$ cat config.mk
export PLATFORM = sky130hd
export DESIGN_NAME = fplm_ctrl
export DESIGN_NICKNAME = d
export VERILOG_FILES = /design/src/fplm_pkg.sv /design/src/fplm_ctrl.sv
export SDC_FILE = /design/constraint.sdc
export NUM_CORES = 1
export LEC_CHECK = 0
export BUFFER_PORTS_ARGS = -buffer_cell sky130_fd_sc_hd__buf_2
export CAP_MARGIN = 20
export CORE_AREA = 2 2 39 41
export CTS_CLUSTER_SIZE = 14
export DETAILED_ROUTE_END_ITERATION = 6
export DIE_AREA = 0 0 41 43
export PLACE_DENSITY = 0.59
export SLEW_MARGIN = 0
export SYNTH_ARGS = -nofsm -noshare
export SYNTH_HDL_FRONTEND = slang
export SYNTH_SLANG_ARGS = --single-unit
$ cat constraint.sdc
create_clock -name clk_i -period 1.4 [get_ports clk_i]
set_input_delay 0.14 -clock clk_i [delete_from_list [all_inputs] [get_ports clk_i]]
set_output_delay 0.14 -clock clk_i [all_outputs]
set_load 0.02 [all_outputs]
$ cat src/fplm_pkg.sv
// ----------------------------------------------------------------------------
// fplm_pkg
// Shared constants, codes and controller/datapath types of the flash
// parameter log manager.
// ----------------------------------------------------------------------------
package fplm_pkg;

  // sector geometry
  localparam int unsigned SECTOR_WORDS = 256;
  localparam int unsigned WORD_BITS    = 32;
  localparam int unsigned ADDR_W       = $clog2(SECTOR_WORDS);
  localparam int unsigned IDX_W        = ADDR_W + 1;
  localparam int unsigned SIZE_W       = 8;
  localparam int unsigned SPAN_W       = WORD_BITS - 1;

  localparam logic [WORD_BITS-1:0] ERASED_WORD = '1;

  // item command codes
  typedef enum logic {
    CMD_BEGIN = 1'b0,
    CMD_DATA  = 1'b1
  } cmd_e;

  // controller states
  typedef enum logic [2:0] {
    ST_IDLE,
    ST_SCAN,
    ST_ZERO,
    ST_PLACE,
    ST_CHECK,
    ST_FINISH
  } state_e;

  // datapath operations issued by the controller
  typedef enum logic [3:0] {
    OP_NONE,
    OP_DATA,
    OP_BEGIN,
    OP_SWEEP,
    OP_FREE_AT,
    OP_FREE_END,
    OP_ERASE,
    OP_ZERO_SETUP,
    OP_ZERO,
    OP_CHECK_SETUP,
    OP_FINISH
  } dp_op_e;

  // datapath status seen by the controller
  typedef struct packed {
    logic pend;       // read data of the last issued sweep address is present
    logic word_zero;  // that word is all zeros
    logic word_ones;  // that word is erased
    logic corrupt;    // live block found there runs past the sector end
    logic sweep_end;  // sweep pointer reached its limit
    logic fit;        // new block fits from the current placement
    logic slot_free;  // output register can take a result this cycle
  } dp_status_t;

endpackage

$ cat src/fplm_ctrl.sv
// ----------------------------------------------------------------------------
// fplm_ctrl
// Controller: walks a begin item through scan, retire, placement check and
// size word programming; data items complete in the accepting cycle.
// ----------------------------------------------------------------------------
module fplm_ctrl import fplm_pkg::*; (
  input  logic       clk_i,
  input  logic       rst_ni,
  input  logic       in_valid_i,
  output logic       in_ready_o,
  input  logic       cmd_i,
  input  dp_status_t status_i,
  output dp_op_e     op_o
);

  state_e state_q, state_d;

  // state register
  always_ff @(posedge clk_i or negedge rst_ni) begin
    if (!rst_ni) begin
      state_q <= ST_IDLE;
    end else begin
      state_q <= state_d;
    end
  end

  assign in_ready_o = (state_q == ST_IDLE) && status_i.slot_free;

  // next state and datapath operation
  always_comb begin
    state_d = state_q;
    op_o    = OP_NONE;
    unique case (state_q)
      ST_IDLE: begin
        if (in_valid_i && in_ready_o) begin
          if (cmd_e'(cmd_i) == CMD_DATA) begin
            op_o = OP_DATA;
          end else begin
            op_o    = OP_BEGIN;
            state_d = ST_SCAN;
          end
        end
      end
      // skip zeroed words, stop at the first erased or live word
      ST_SCAN: begin
        priority if (status_i.pend && !status_i.word_zero) begin
          priority if (status_i.word_ones) begin
            op_o    = OP_FREE_AT;
            state_d = ST_PLACE;
          end else if (status_i.corrupt) begin
            op_o    = OP_ERASE;
            state_d = ST_PLACE;
          end else begin
            op_o    = OP_ZERO_SETUP;
            state_d = ST_ZERO;
          end
        end else if (!status_i.pend && status_i.sweep_end) begin
          op_o    = OP_FREE_END;
          state_d = ST_PLACE;
        end else begin
          op_o = OP_SWEEP;
        end
      end
      // retire the live block one word per cycle
      ST_ZERO: begin
        if (!status_i.sweep_end) begin
          op_o = OP_ZERO;
        end else begin
          state_d = ST_PLACE;
        end
      end
      ST_PLACE: begin
        if (status_i.fit) begin
          op_o    = OP_CHECK_SETUP;
          state_d = ST_CHECK;
        end else begin
          op_o    = OP_ERASE;
          state_d = ST_FINISH;
        end
      end
      // every word of the new block must still be erased
      ST_CHECK: begin
        priority if (status_i.pend && !status_i.word_ones) begin
          op_o    = OP_ERASE;
          state_d = ST_FINISH;
        end else if (!status_i.pend && status_i.sweep_end) begin
          state_d = ST_FINISH;
        end else begin
          op_o = OP_SWEEP;
        end
      end
      ST_FINISH: begin
        op_o    = OP_FINISH;
        state_d = ST_IDLE;
      end
      default: begin
        state_d = ST_IDLE;
      end
    endcase
  end

endmodule

# Word-level counts from Yosys, hierarchy flattened
# Cells that the tools add are included.
op_classes:
  n_eq_ne: 10
  mux: 22
  n_reduce_logical: 10
ops:
  columns: ["op", "count"]
  rows:
  - ["2-to-1 mux 3 bit", 9]
  - ["case mux 4 bit (6 select lines)", 1]
  - ["case mux 3 bit (5 select lines)", 1]
  - ["2-to-1 mux 4 bit", 3]
  - ["2-to-1 mux 2 bit", 4]
  - ["== test 3 x 2 -> 1 bit, second input constant", 2]
  - ["== test 3 bit, second input constant", 2]
  - ["inequality test 3 bit, second input constant", 2]
  - ["logical AND 1 bit", 5]
  - ["AND reduction 5 bit", 1]
  - ["2-to-1 mux 1 bit", 4]
  - ["inequality test 2 bit, second input constant", 2]
  - ["== test 3 x 1 -> 1 bit, second input constant", 1]
  - ["zero test 1 bit", 3]
  - ["zero test 3 bit", 1]
  - ["inequality test 2 x 1 -> 1 bit, second input constant", 1]
totals:
  regBits: 3

# Logic depth before layout (Yosys ltp)
# Gate-level depths: netlist of run 1.
depth:
  ltp_word: 5
  ltp_mapped: 5
  depth_no_buf: 4

# Worst setup path before layout of run 1
# Ideal clock, no wire load.
synth_path:
  path_type: "register -> output"
  start: "reg state_q[0]"
  end: "out op_o[0]"
  t_arrival_ps: 1249
  setup_slack_ps: 11
  n_path_buf: 1
  path_stages_with_launch: 6
  cell_sequence: "dfrtp_1 > buf_4 > nor3_2 > and2_1 > nand3_1 > nand3_1"
synth_between:
  elab_chain_len: 5
synth_lines:
  columns: ["element", "line_no", "text"]
  rows:
  - ["from (decl)", "fplm_ctrl.sv:16", "state_e state_q, state_d;"]
  - ["from (signal assigned)", "fplm_ctrl.sv:23", "state_q <= state_d;"]
  - ["zero test 3 bit", "fplm_ctrl.sv:27", "assign in_ready_o = (state_q == ST_IDLE) && status_i.slot_free;"]
  - ["logical AND 1 bit", "fplm_ctrl.sv:27", null]
  - ["net in_ready_o", "fplm_ctrl.sv:10", "output logic in_ready_o,"]
  - ["logical AND 1 bit", "fplm_ctrl.sv:35", "if (in_valid_i && in_ready_o) begin"]
  - ["2-to-1 mux 2 bit", "fplm_ctrl.sv:35", null]
  - ["case mux 4 bit (6 select lines)", "fplm_ctrl.sv:33", "unique case (state_q)"]
  - ["to (decl)", "fplm_ctrl.sv:13", "output dp_op_e op_o"]
# The timed path passes the listed nets, and every way through them passes these cells.

# Worst setup path after layout of run 1
layout_path:
  start: "reg state_q[1]"
  end: "out op_o[1]"
layout_between:
  elab_chain_len: 5
layout_lines:
  columns: ["element", "line_no"]
  rows:
  - ["zero test 3 bit", "fplm_ctrl.sv:27, fplm_ctrl.sv:33"]
  - ["logical AND 1 bit", "fplm_ctrl.sv:27"]
  - ["logical AND 1 bit", "fplm_ctrl.sv:35"]
  - ["2-to-1 mux 2 bit", "fplm_ctrl.sv:35"]
  - ["case mux 4 bit (6 select lines) (*)", "fplm_ctrl.sv:33"]
# Every way passes the cells marked *; elsewhere a longest branch is shown, timed or not.

==> impl_results.rst, run 1 <==
.. list-table::
   :header-rows: 1

   * - Metric
     - Value
   * - Number of cell rows
     - 14
   * - Post-synth net total
     - 67
   * - DP Wirelength
     - 824.8 µm
   * - Leading post-synthesis cells by instance count
     - sky130_fd_sc_hd__nand2_1 (8), sky130_fd_sc_hd__nand3_1 (5), sky130_fd_sc_hd__o21ai_0 (5), sky130_fd_sc_hd__nor2_1 (4)
   * - CTS buffer count
     - 3
   * - Number of nets still failing antenna checks after routing
     - 0
   * - Main area contributors after synthesis
     - sky130_fd_sc_hd__dfrtp_1 (19%), sky130_fd_sc_hd__nand2_1 (7.7%), sky130_fd_sc_hd__nand3_1 (6.4%)
   * - Leakage
     - 0.3250 nW
   * - Clock network latency to the later pin of the worst-skew pair
     - 0.24 ns
   * - Maximum ir drop on the vdd rail
     - 1.079 mV
   * - Largest registers
     - state_q x3
   * - Worst setup slack after layout
     - -0.1639 ns
   * - Largest fanout on the critical path
     - 6
   * - Failing checks
     - setup timing
   * - Per-cell via count in the routed design
     - 5.301
   * - Worst slew pin tran
     - 0.3533 ns
   * - Largest register FFs
     - 3
   * - Peak clock frequency supported by timing
     - 0.6394 GHz
   * - Most area-hungry cell type in the Yosys netlist
     - sky130_fd_sc_hd__dfrtp_1
   * - Fin. Hold Viols
     - 0
   * - Share of cells above drive strength 1
     - 55.17%
   * - # clock sinks
     - 3
   * - Share of flip-flops with an asynchronous set or reset
     - 100.0%
   * - Total track usage
     - 15.68%
   * - Relative max-transition margin
     - 76.36%
   * - Flip-flop cell with the highest count after synthesis
     - sky130_fd_sc_hd__dfrtp_1
   * - Result of the run
     - complete, but fails checks
   * - Number of search-and-repair iterations in the first detailed-routing pass
     - 4
   * - Placeable core region
     - 1384 µm²
   * - Final critical-path share of the clock period
     - 111.7%
   * - Fraction of the mapped netlist area in compound gates
     - 31.83%
   * - Power density normalized to cell area
     - 2423 nW/µm²
   * - # IOs
     - 16
   * - CP arrival
     - 1.42 ns
   * - Remaining global-route overflow
     - 0
   * - Max Clock Skew
     - 0.005656 ns
   * - Relative area change from synthesis to final layout
     - 80.71%
   * - Nature of the critical path endpoint
     - primary output
   * - Register with the most flip-flops
     - state_q
   * - Most common cell in the netlist
     - sky130_fd_sc_hd__nand2_1
   * - Xor and xnor fraction of the mapped netlist area
     - 0%
   * - Main combinational cell family by area after synthesis
     - simple AND/OR/NAND/NOR gates
   * - Post-Syn Area
     - 389.1 µm²
   * - Overall die width
     - 41 µm
   * - Post-synth cell types
     - 29
   * - Total power consumption of the routed design
     - 1.704 mW
   * - Number of buffers between clock root and the deepest sink
     - 2
   * - N_diodes
     - 0
   * - Critical path launch point type
     - flip-flop
   * - Average footprint of a synthesized cell
     - 6.949 µm²
   * - Portion of the post-synthesis area used by sequential elements
     - 19.29%
   * - Level count of the clock H-tree
     - 1
   * - Die H
     - 43 µm
   * - Number of instances in the synthesized netlist
     - 56
   * - Util after Layout
     - 50.81%
   * - Register bit count reported by yosys
     - 3
   * - Count of pins over their slew limit
     - 0
   * - Arithmetic-cell share of the synthesized area counting full adders, half adders and majority gates
     - 0%
   * - Yosys top cell area share
     - 19.29%
   * - Final critical delay including setup and external delays
     - 1.564 ns
   * - CP required
     - 1.26 ns
   * - Routability Congestion
     - 0.8005
   * - Post-Synth Simple-Gate Area
     - 39.87%
   * - Multiplexer fraction of the synthesized cell area
     - 0%
   * - Class of the most critical hold timing path
     - input port to async pin
   * - Buffers on Ports
     - 15
   * - Clock-pin slew on the worst setup and hold paths
     - 0.04 ns
   * - First-pass GRT wire length
     - 1821 µm
   * - Clock tree root buffer cell
     - sky130_fd_sc_hd__clkbuf_4
   * - Yosys warns
     - 0
   * - Total number of nets in the final design
     - 99
   * - Drt initial violations
     - 6
   * - Layout fillers
     - 150
   * - Max-capacitance violation count
     - 0
   * - Unrepaired setup endpoints after global routing
     - yes
   * - Number of endpoints failing setup at the final stage
     - 3
   * - Die Area
     - 1763 µm²
   * - Total DRC errors in the routed layout
     - 0
   * - Vias in the first global route
     - 491
   * - Count of flip-flops with a built-in enable after synthesis
     - 0
   * - Total via count after detailed routing
     - 546
   * - Worst setup path category
     - flip-flop to primary output
   * - Routed length per instance
     - 13.69 µm
   * - Clock tree from TritonCTS
     - done
   * - Pin count of the biggest net entering global routing
     - 7
   * - Starting density of the core
     - 28.12%
   * - Antenna violations before repair
     - 0
   * - Sum of routed wire length over all layers
     - 1410 µm
[routing by layer]
metal,up-vias,share of wire [%],track usage [%]
li1,267,-,-
met4,0,4.2,15.33
met2,18,58,25.31
met3,7,3.8,1.571
met5,-,0,0
met1,254,34,15.81
[through the flow]
stage	setup TNS, ns	cells	hold slack, ns	setup slack, ns	cell area, µm²
after global routing	-0.6675	103	0.2513	-0.2038	703.2
final	-0.3852	103	0.2134	-0.1639	703.2
after floorplan	0	56	-0.1556	0.01122	389.1
after CTS	-0.4106	100	0.2115	-0.1529	625.6
after detailed placement	0	90	-0.06245	0.05396	505.5
after global placement	0	90	-0.06330	0.06448	505.5
[timing repair]
action	CTS	global route
endpoints found under the hold margin	3	0
cloned	0	0
hold buffers	1	0
pin swaps	4	6
gates resized for setup	16	13
endpoints found under the setup margin	4	5
setup buffers	5	3
[final cells by class]
cell class                      count  area (µm²)  share of cell area (%)
Multi-Input combinational cell     47       330.3                   46.98
Timing Repair Buffer               30       236.5                   33.63
Sequential cell                     3       78.83                   11.21
Clock buffer                        4       26.28                   3.737
Tap cell                           16       20.02                   2.847
Inverter                            3       11.26                   1.601
[power by group]
part           switching (mW)  internal [mW]
sequential             0.0924          0.139
clock                  0.0536          0.107
combinational           0.604          0.708
[worst max-delay path, stage by stage (launching register included)]
cell and delay (ns):
sky130_fd_sc_hd__dfrtp_2 0.47, sky130_fd_sc_hd__nor2b_4 0.16, sky130_fd_sc_hd__nand2_2 0.07, sky130_fd_sc_hd__a221o_1 0.27, sky130_fd_sc_hd__o211ai_2 0.08, sky130_fd_sc_hd__buf_6 0.14
[cells in the final DEF, fill, tap and decap left out, drive strengths merged]
| master | count |
|---|---|
| a221o | 1 |
| and2b | 1 |
| and2 | 3 |
| dfrtp | 3 |
| dlygate4sd3 | 1 |
| buf | 29 |
| a31o | 1 |
| a21oi | 3 |
| clkbuf | 4 |
| o2111ai | 1 |
| o31ai | 1 |
| nor3 | 3 |
| o21ai | 5 |
| nand4 | 1 |
| o22ai | 1 |
| a2bb2oi | 1 |
| a31oi | 1 |
| nand2 | 9 |
| o21a | 1 |
| nand3 | 5 |
| o211ai | 2 |
| nand2b | 2 |
| inv | 3 |
| nor2b | 1 |
| nor2 | 4 |
[path summary, 6_finish.rpt]
kind,startpoint,endpoint,slack (ns),cells past startpoint
max in group asynchronous,rst_ni,state_q[2],1.06,2
min in group clk_i,cmd_i,state_q[0],0.39,4
setup reg to reg,state_q[0],state_q[0],0.02,6
hold reg to reg,state_q[2],state_q[1],0.62,2
setup / recovery,state_q[1],op_o[1],-0.16,5
hold / removal,rst_ni,state_q[0],0.21,2
[kinds of logic after synthesis]
group	Yosys count
AO/OA/AOI/OAI	18
buffers and inverters	6
flip-flops	3
AND/OR/NAND/NOR	29
(Power assumes the default switching activity.)
==> run 2, diff against run 1 <==
- PLACE_DENSITY: 0.59 -> 0.61
- clock period: 1.4 -> 1.35 ns (I/O delays scaled with it)
==> run 2 against run 1 <==
The run still ends with setup timing left. Via count down 8.2%. First-iteration DRC count up 17%. Routed wire length down 18%. Critical path type unchanged. Utilization down 4.7 points. Largest power group unchanged. Sequential share of layout area up 0.95 points. Combinational power down 11%. Critical endpoint unchanged. Critical path depth unchanged. Total power down 7.9%. Count of clock-buffer cells in the layout unchanged.
==> impl_results.rst, run 2 (synthesis gave the netlist of run 1 again) <==
.. list-table::
   :header-rows: 1

   * - Metric
     - Value
   * - # clock sinks
     - 3 (unchanged)
   * - Number of buffers between clock root and the deepest sink
     - 2 (unchanged)
   * - Largest registers
     - state_q x3
   * - Worst setup slack after layout
     - -0.2158 ns (-0.05196 ns)
   * - Share of cells above drive strength 1
     - 48.78% (-6.4 points)
   * - Clock tree root buffer cell
     - sky130_fd_sc_hd__clkbuf_4
   * - Maximum ir drop on the vdd rail
     - 1.084 mV (+0.52%)
   * - CTS buffer count
     - 3 (unchanged)
   * - Max Clock Skew
     - 0.001496 ns (-0.004161 ns)
   * - Failing checks
     - setup timing
   * - Final critical delay including setup and external delays
     - 1.566 ns
   * - Setup slack at placement
     - -0.007976 ns (-0.06194 ns)
   * - Critical-path cell with the highest stage delay
     - sky130_fd_sc_hd__dfrtp_2
   * - Total track usage
     - 16.40% (+0.72 points)
   * - Level count of the clock H-tree
     - 1 (unchanged)
   * - Register with the most flip-flops
     - state_q
   * - Leakage
     - 0.2957 nW (-9.0%)
   * - Buffers on Ports
     - 15 (unchanged)
   * - Relative max-transition margin
     - 81.52% (+5.2 points)
   * - Layout fillers
     - 141 (-6.0%)
   * - Routability Congestion
     - 0.8531 (+6.6%)
   * - Class of the most critical hold timing path
     - input port to async pin
   * - # IOs
     - 16 (unchanged)
   * - Antenna violations before repair
     - 0 (unchanged)
   * - Power density normalized to cell area
     - 2459 nW/µm² (+1.5%)
   * - Max-capacitance violation count
     - 0 (unchanged)
   * - Pin count of the biggest net entering global routing
     - 9 (+2)
   * - Largest register FFs
     - 3 (unchanged)
   * - Number of nets still failing antenna checks after routing
     - 0 (unchanged)
   * - Drt initial violations
     - 7 (+1)
   * - Die Area
     - 1763 µm² (unchanged)
   * - Result of the run
     - complete, but fails checks
   * - Unrepaired setup endpoints after global routing
     - yes
   * - Remaining global-route overflow
     - 0 (unchanged)
   * - Overall die width
     - 41 µm (unchanged)
   * - Sum of buffers and inverters on the critical path
     - 1 (unchanged)
   * - Dominant delay contributor by cell family on the critical path
     - flip-flops
   * - N_diodes
     - 0 (unchanged)
   * - Critical path launch point type
     - flip-flop
   * - Clock tree from TritonCTS
     - done
   * - Clock-pin slew on the worst setup and hold paths
     - 0.04 ns (about the same)
   * - Per-cell via count in the routed design
     - 5.112 (-3.6%)
   * - Peak clock frequency supported by timing
     - 0.6386 GHz
   * - Nature of the critical path endpoint
     - primary output
   * - CP arrival
     - 1.43 ns (about the same)
   * - Number of cell rows
     - 14 (unchanged)
   * - Die H
     - 43 µm (unchanged)
   * - Clock network latency to the later pin of the worst-skew pair
     - 0.24 ns (about the same)
   * - Largest fanout on the critical path
     - 8 (+2)
   * - Number of placed instances with taps included
     - 90 (unchanged)
   * - Number of endpoints failing setup at the final stage
     - 4 (+1)
   * - Worst slew pin tran
     - 0.2760 ns (-0.07727 ns)
   * - Vias in the first global route
     - 470 (-4.3%)
   * - Util after Layout
     - 46.11% (-4.7 points)
   * - Critical Path, Cell by Cell
     - nor2b_4, nand2_2, a221o_1, o211ai_2, buf_6
   * - Placeable core region
     - 1384 µm² (unchanged)
   * - Sum of routed wire length over all layers
     - 1155 µm (-18%)
   * - Most common cell after layout, fill and taps aside
     - sky130_fd_sc_hd__buf_2
   * - Routed length per instance
     - 11.79 µm (-14%)
   * - DP Wirelength
     - 824.1 µm (about the same)
   * - Fin. Hold Viols
     - 0 (unchanged)
   * - First-pass GRT wire length
     - 1918 µm (+5.3%)
   * - Final critical-path share of the clock period
     - 116.0%
   * - Total number of nets in the final design
     - 94 (-5.1%)
   * - Total via count after detailed routing
     - 501 (-8.2%)
   * - Total DRC errors in the routed layout
     - 0 (unchanged)
   * - Count of placed standard cells in the final layout, fillers left out
     - 98 (-4.9%)
   * - Count of pins over their slew limit
     - 0 (unchanged)
   * - Leading cell types in the layout, fill and taps excluded
     - sky130_fd_sc_hd__buf_2 (10), sky130_fd_sc_hd__nand2_1 (8), sky130_fd_sc_hd__buf_4 (8), sky130_fd_sc_hd__buf_6 (6), sky130_fd_sc_hd__nor2_1 (4)
   * - Worst setup path category
     - flip-flop to primary output
   * - Number of search-and-repair iterations in the first detailed-routing pass
     - 4 (unchanged)
   * - Relative area change from synthesis to final layout
     - 63.99%
   * - CP required
     - 1.22 ns (-0.04 ns)
   * - Starting density of the core
     - 28.12% (unchanged)
   * - Longest individual stage delay on the worst path
     - 0.48 ns (about the same)
run 2: power by group:
group	internal, mW	switching (mW)
combinational	0.613	0.547
clock	0.111	0.0508
sequential	0.141	0.106
total	0.865	0.704
run 2: path summary, 6_finish.rpt:
kind	startpoint	to	slack (ns)	cells past startpoint
max	state_q[1]	op_o[1]	-0.22	5
min	rst_ni	state_q[0]	0.22	2
max reg2reg	state_q[0]	state_q[0]	0.10	5
min reg2reg	state_q[2]	state_q[2]	0.63	1
max in group asynchronous	rst_ni	state_q[1]	1.02	2
min in group clk_i	status_i[5]	state_q[1]	0.36	5
run 2: routing by layer:
| layer | wire length, µm | track usage [%] | share of wire [%] | vias to the layer above |
|---|---|---|---|---|
| li1 | - | - | - | 253 |
| met1 | 458 | 20.06 | 40 | 233 |
| met2 | 636 | 25.00 | 55 | 12 |
| met3 | 36 | 3.141 | 3.1 | 3 |
| met4 | 24 | 10.00 | 2.1 | 0 |
| met5 | 0 | 0 | 0 | - |
run 2: cell type report:
type                            instances  area (µm²)  share of cell area (%)
Sequential cell                         3       77.57                   12.16
Inverter                                3       11.26                   1.765
Timing Repair Buffer                   25       187.7                   29.41
Multi-Input combinational cell         47       315.3                   49.41
Clock buffer                            4       26.28                   4.118
Tap cell                               16       20.02                   3.137
run 2: metrics by stage:
stage / setup TNS (ns) / hold slack [ns] / total power [mW] / area [µm²]
2_1_floorplan: 0 / -0.1606 / 0.8096 / 390.4
5_1_grt: -0.9169 / 0.2397 / 1.691 / 638.1
3_3_place_gp: 0 / -0.06798 / 1.083 / 506.7
3_5_place_dp: -0.01048 / -0.06727 / 1.083 / 506.7
6_report: -0.5560 / 0.2177 / 1.569 / 638.1
4_1_cts: -0.5539 / 0.2140 / 1.521 / 626.9
run 2: worst register-to-register path, stage by stage, from the launching register on:
cell and delay [ns]:
sky130_fd_sc_hd__dfrtp_2 0.45, sky130_fd_sc_hd__buf_4 0.15, sky130_fd_sc_hd__nand2b_1 0.15, sky130_fd_sc_hd__a2bb2oi_1 0.14, sky130_fd_sc_hd__a21oi_1 0.14, sky130_fd_sc_hd__o22ai_1 0.09
run 2: timing repair:
action	CTS	global route
endpoints found under the setup margin	5	5
pin swaps	4	0
endpoints found under the hold margin	3	0
setup buffers	2	1
gates resized for setup	21	1
hold buffers	1	0
==> run 3, diff against run 2 <==
- PLACE_DENSITY: 0.61 -> 0.63
==> run 3 against run 2 <==
Sequential cell count stayed put. Largest cell class unchanged. The flow still finishes with violations (setup timing). Combinational power grew 6%. Sequential power rose by 2%. Routed wire length increased by 9.0%. Clock power down 6%. Critical endpoint unchanged. First-iteration DRC count rose by 43%. Final area up 4.7%.
==> impl_results.rst, run 3 (synthesis gave the netlist of run 1 again) <==
.. list-table::
   :header-rows: 1

   * - Metric
     - Value
   * - Routed length per instance
     - 12.59 µm (+6.8%)
   * - Share of power burned in combinational logic
     - 75.3% (+1.3 points)
   * - Unrepaired setup endpoints after global routing
     - yes
   * - Count of pins over their slew limit
     - 0 (unchanged)
   * - Buffers on Ports
     - 15 (unchanged)
   * - Sum of routed wire length over all layers
     - 1259 µm (+9.0%)
   * - Level count of the clock H-tree
     - 1 (unchanged)
   * - Power density normalized to cell area
     - 2448 nW/µm² (-0.45%)
   * - DP Wirelength
     - 889.8 µm (+8.0%)
   * - Share of cells above drive strength 1
     - 53.57% (+4.8 points)
   * - # clock sinks
     - 3 (unchanged)
   * - Largest register FFs
     - 3 (unchanged)
   * - Critical path launch point type
     - flip-flop
   * - Result of the run
     - complete, but fails checks
   * - Final critical-path share of the clock period
     - 113.5% (-2.5 points)
   * - Largest registers
     - state_q x3
   * - Placeable core region
     - 1384 µm² (unchanged)
   * - Worst setup slack after layout
     - -0.1826 ns (+0.03326 ns)
   * - Nature of the critical path endpoint
     - primary output
   * - Portion of total power attributed to sequential cells
     - 15.4% (-0.3 points)
   * - Worst setup path category
     - flip-flop to primary output
   * - Internal Power
     - 0.9076 mW (+4.9%)
   * - Clock tree from TritonCTS
     - done
   * - Final hold slack
     - 0.2329 ns (+0.01520 ns)
   * - Worst slew pin tran
     - 0.3509 ns (+0.07490 ns)
   * - Per-cell via count in the routed design
     - 5.250 (+2.7%)
   * - Antenna violations before repair
     - 0 (unchanged)
   * - Class of the most critical hold timing path
     - input port to async pin
   * - Starting density of the core
     - 28.12% (unchanged)
   * - Number of search-and-repair iterations in the first detailed-routing pass
     - 4 (unchanged)
   * - Net switching power of the design
     - 0.7279 mW (+3.4%)
   * - Post-route cell area
     - 668.1 µm² (+4.7%)
   * - Register with the most flip-flops
     - state_q
   * - Maximum ir drop on the vdd rail
     - 0.9897 mV (-8.7%)
   * - Remaining global-route overflow
     - 0 (unchanged)
   * - CP arrival
     - 1.40 ns (-0.03 ns)
   * - Vias in the first global route
     - 532 (+13%)
   * - # IOs
     - 16 (unchanged)
   * - Overall die width
     - 41 µm (unchanged)
   * - Number of buffers between clock root and the deepest sink
     - 2 (unchanged)
   * - First-pass GRT wire length
     - 1973 µm (+2.9%)
   * - Failing checks
     - setup timing
   * - Total DRC errors in the routed layout
     - 0 (unchanged)
   * - Leading cell types in the layout, fill and taps excluded
     - sky130_fd_sc_hd__buf_2 (10), sky130_fd_sc_hd__buf_4 (10), sky130_fd_sc_hd__nand2_1 (7), sky130_fd_sc_hd__buf_6 (6)
   * - Setup slack at placement
     - -0.02938 ns (-0.02141 ns)
   * - Clock power frac
     - 9.3% (-1.0 points)
   * - Drt initial violations
     - 10 (+3)
   * - Max Clock Skew
     - 0.0001652 ns (-0.001331 ns)
   * - Total number of nets in the final design
     - 96 (+2.1%)
   * - Util after Layout
     - 48.28% (+2.2 points)
   * - Pin count of the biggest net entering global routing
     - 9 (unchanged)
   * - CP required
     - 1.22 ns (about the same)
   * - Total track usage
     - 16.16% (-0.23 points)
   * - Largest fanout on the critical path
     - 7 (-1)
   * - Switching Fraction
     - 44.51% (-0.36 points)
   * - Relative max-transition margin
     - 76.52% (-5.0 points)
   * - Clock-pin slew on the worst setup and hold paths
     - 0.03 ns (about the same)
   * - Final critical delay including setup and external delays
     - 1.533 ns (-0.03326 ns)
   * - Max-capacitance violation count
     - 0 (unchanged)
   * - Number of endpoints failing setup at the final stage
     - 4 (unchanged)
   * - Count of placed standard cells in the final layout, fillers left out
     - 100 (+2.0%)
   * - Clock tree root buffer cell
     - sky130_fd_sc_hd__clkbuf_4
   * - Die Area
     - 1763 µm² (unchanged)
   * - CTS buffer count
     - 3 (unchanged)
   * - Leakage
     - 0.3056 nW (+3.4%)
   * - Number of placed instances with taps included
     - 91 (+1.1%)
   * - Number of cell rows
     - 14 (unchanged)
   * - Relative area change from synthesis to final layout
     - 71.70%
   * - Routability Congestion
     - 0.7818 (-8.4%)
   * - Peak clock frequency supported by timing
     - 0.6525 GHz (+2.2%)
   * - Instance area after placement
     - 514.2 µm² (+1.5%)
   * - Number of nets still failing antenna checks after routing
     - 0 (unchanged)
   * - Fin. Hold Viols
     - 0 (unchanged)
   * - N_diodes
     - 0 (unchanged)
   * - Die H
     - 43 µm (unchanged)
   * - Clock network latency to the later pin of the worst-skew pair
     - 0.23 ns (about the same)
   * - Total via count after detailed routing
     - 525 (+4.8%)
-- run 3: metal layers --
metal / global-route usage [%] / routed length [µm] / vias to the layer above
li1: - / - / 261
met1: 16.08 / 489 / 252
met2: 28.75 / 713 / 10
met3: 2.618 / 48 / 2
met4: 9.333 / 7 / 0
met5: 0 / 0 / -
-- run 3: area by class of cell --
cell class	count	area, µm²
Timing Repair Buffer	27	202.7
Multi-Input combinational cell	47	329.1
Sequential cell	3	78.83
Tap cell	16	20.02
Fill cell	141	715.7
Inverter	3	11.26
Clock buffer	4	26.28
-- run 3: per-stage QoR --
stage / setup TNS [ns] / power (mW)
finish: -0.5385 / 1.636
global route: -0.8077 / 1.750
CTS: -0.5840 / 1.558
detailed placement: -0.02938 / 1.120
global placement: -0.003465 / 1.111
floorplan: 0 / 0.8096
-- run 3: worst paths after layout --
path / endpoint / from / slack (ns) / cells past startpoint
max: op_o[1] / state_q[0] / -0.18 / 5
min in group clk_i: state_q[0] / cmd_i / 0.34 / 4
min: state_q[2] / rst_ni / 0.23 / 2
max reg2reg: state_q[0] / state_q[0] / 0.06 / 5
min reg2reg: state_q[1] / state_q[2] / 0.68 / 2
max in group asynchronous: state_q[0] / rst_ni / 1.00 / 2
-- run 3: what timing repair did --
action	CTS	global route
buffers inserted	4	0
hold buffers	1	0
endpoints found under the setup margin	5	5
cloned	0	0
hold endpoints to repair	3	0
gates resized for setup	22	6
pin swaps	7	3
-- run 3: worst max-delay path, cell delays in order (launching register included) --
cell and delay (ns):
sky130_fd_sc_hd__dfrtp_2 0.44, sky130_fd_sc_hd__nor2b_4 0.18, sky130_fd_sc_hd__nand2_2 0.06, sky130_fd_sc_hd__a221o_1 0.27, sky130_fd_sc_hd__o211ai_2 0.07, sky130_fd_sc_hd__buf_6 0.14
-- run 3: power groups by stage --
stage                     combinational, mW  sequential, mW  clock (mW)
after global placement                0.883           0.229           0
after CTS                              1.15           0.245       0.163
after detailed placement              0.891           0.229           0
after floorplan                       0.653           0.157           0
after global routing                   1.32           0.263       0.165
final                                  1.23           0.252       0.153
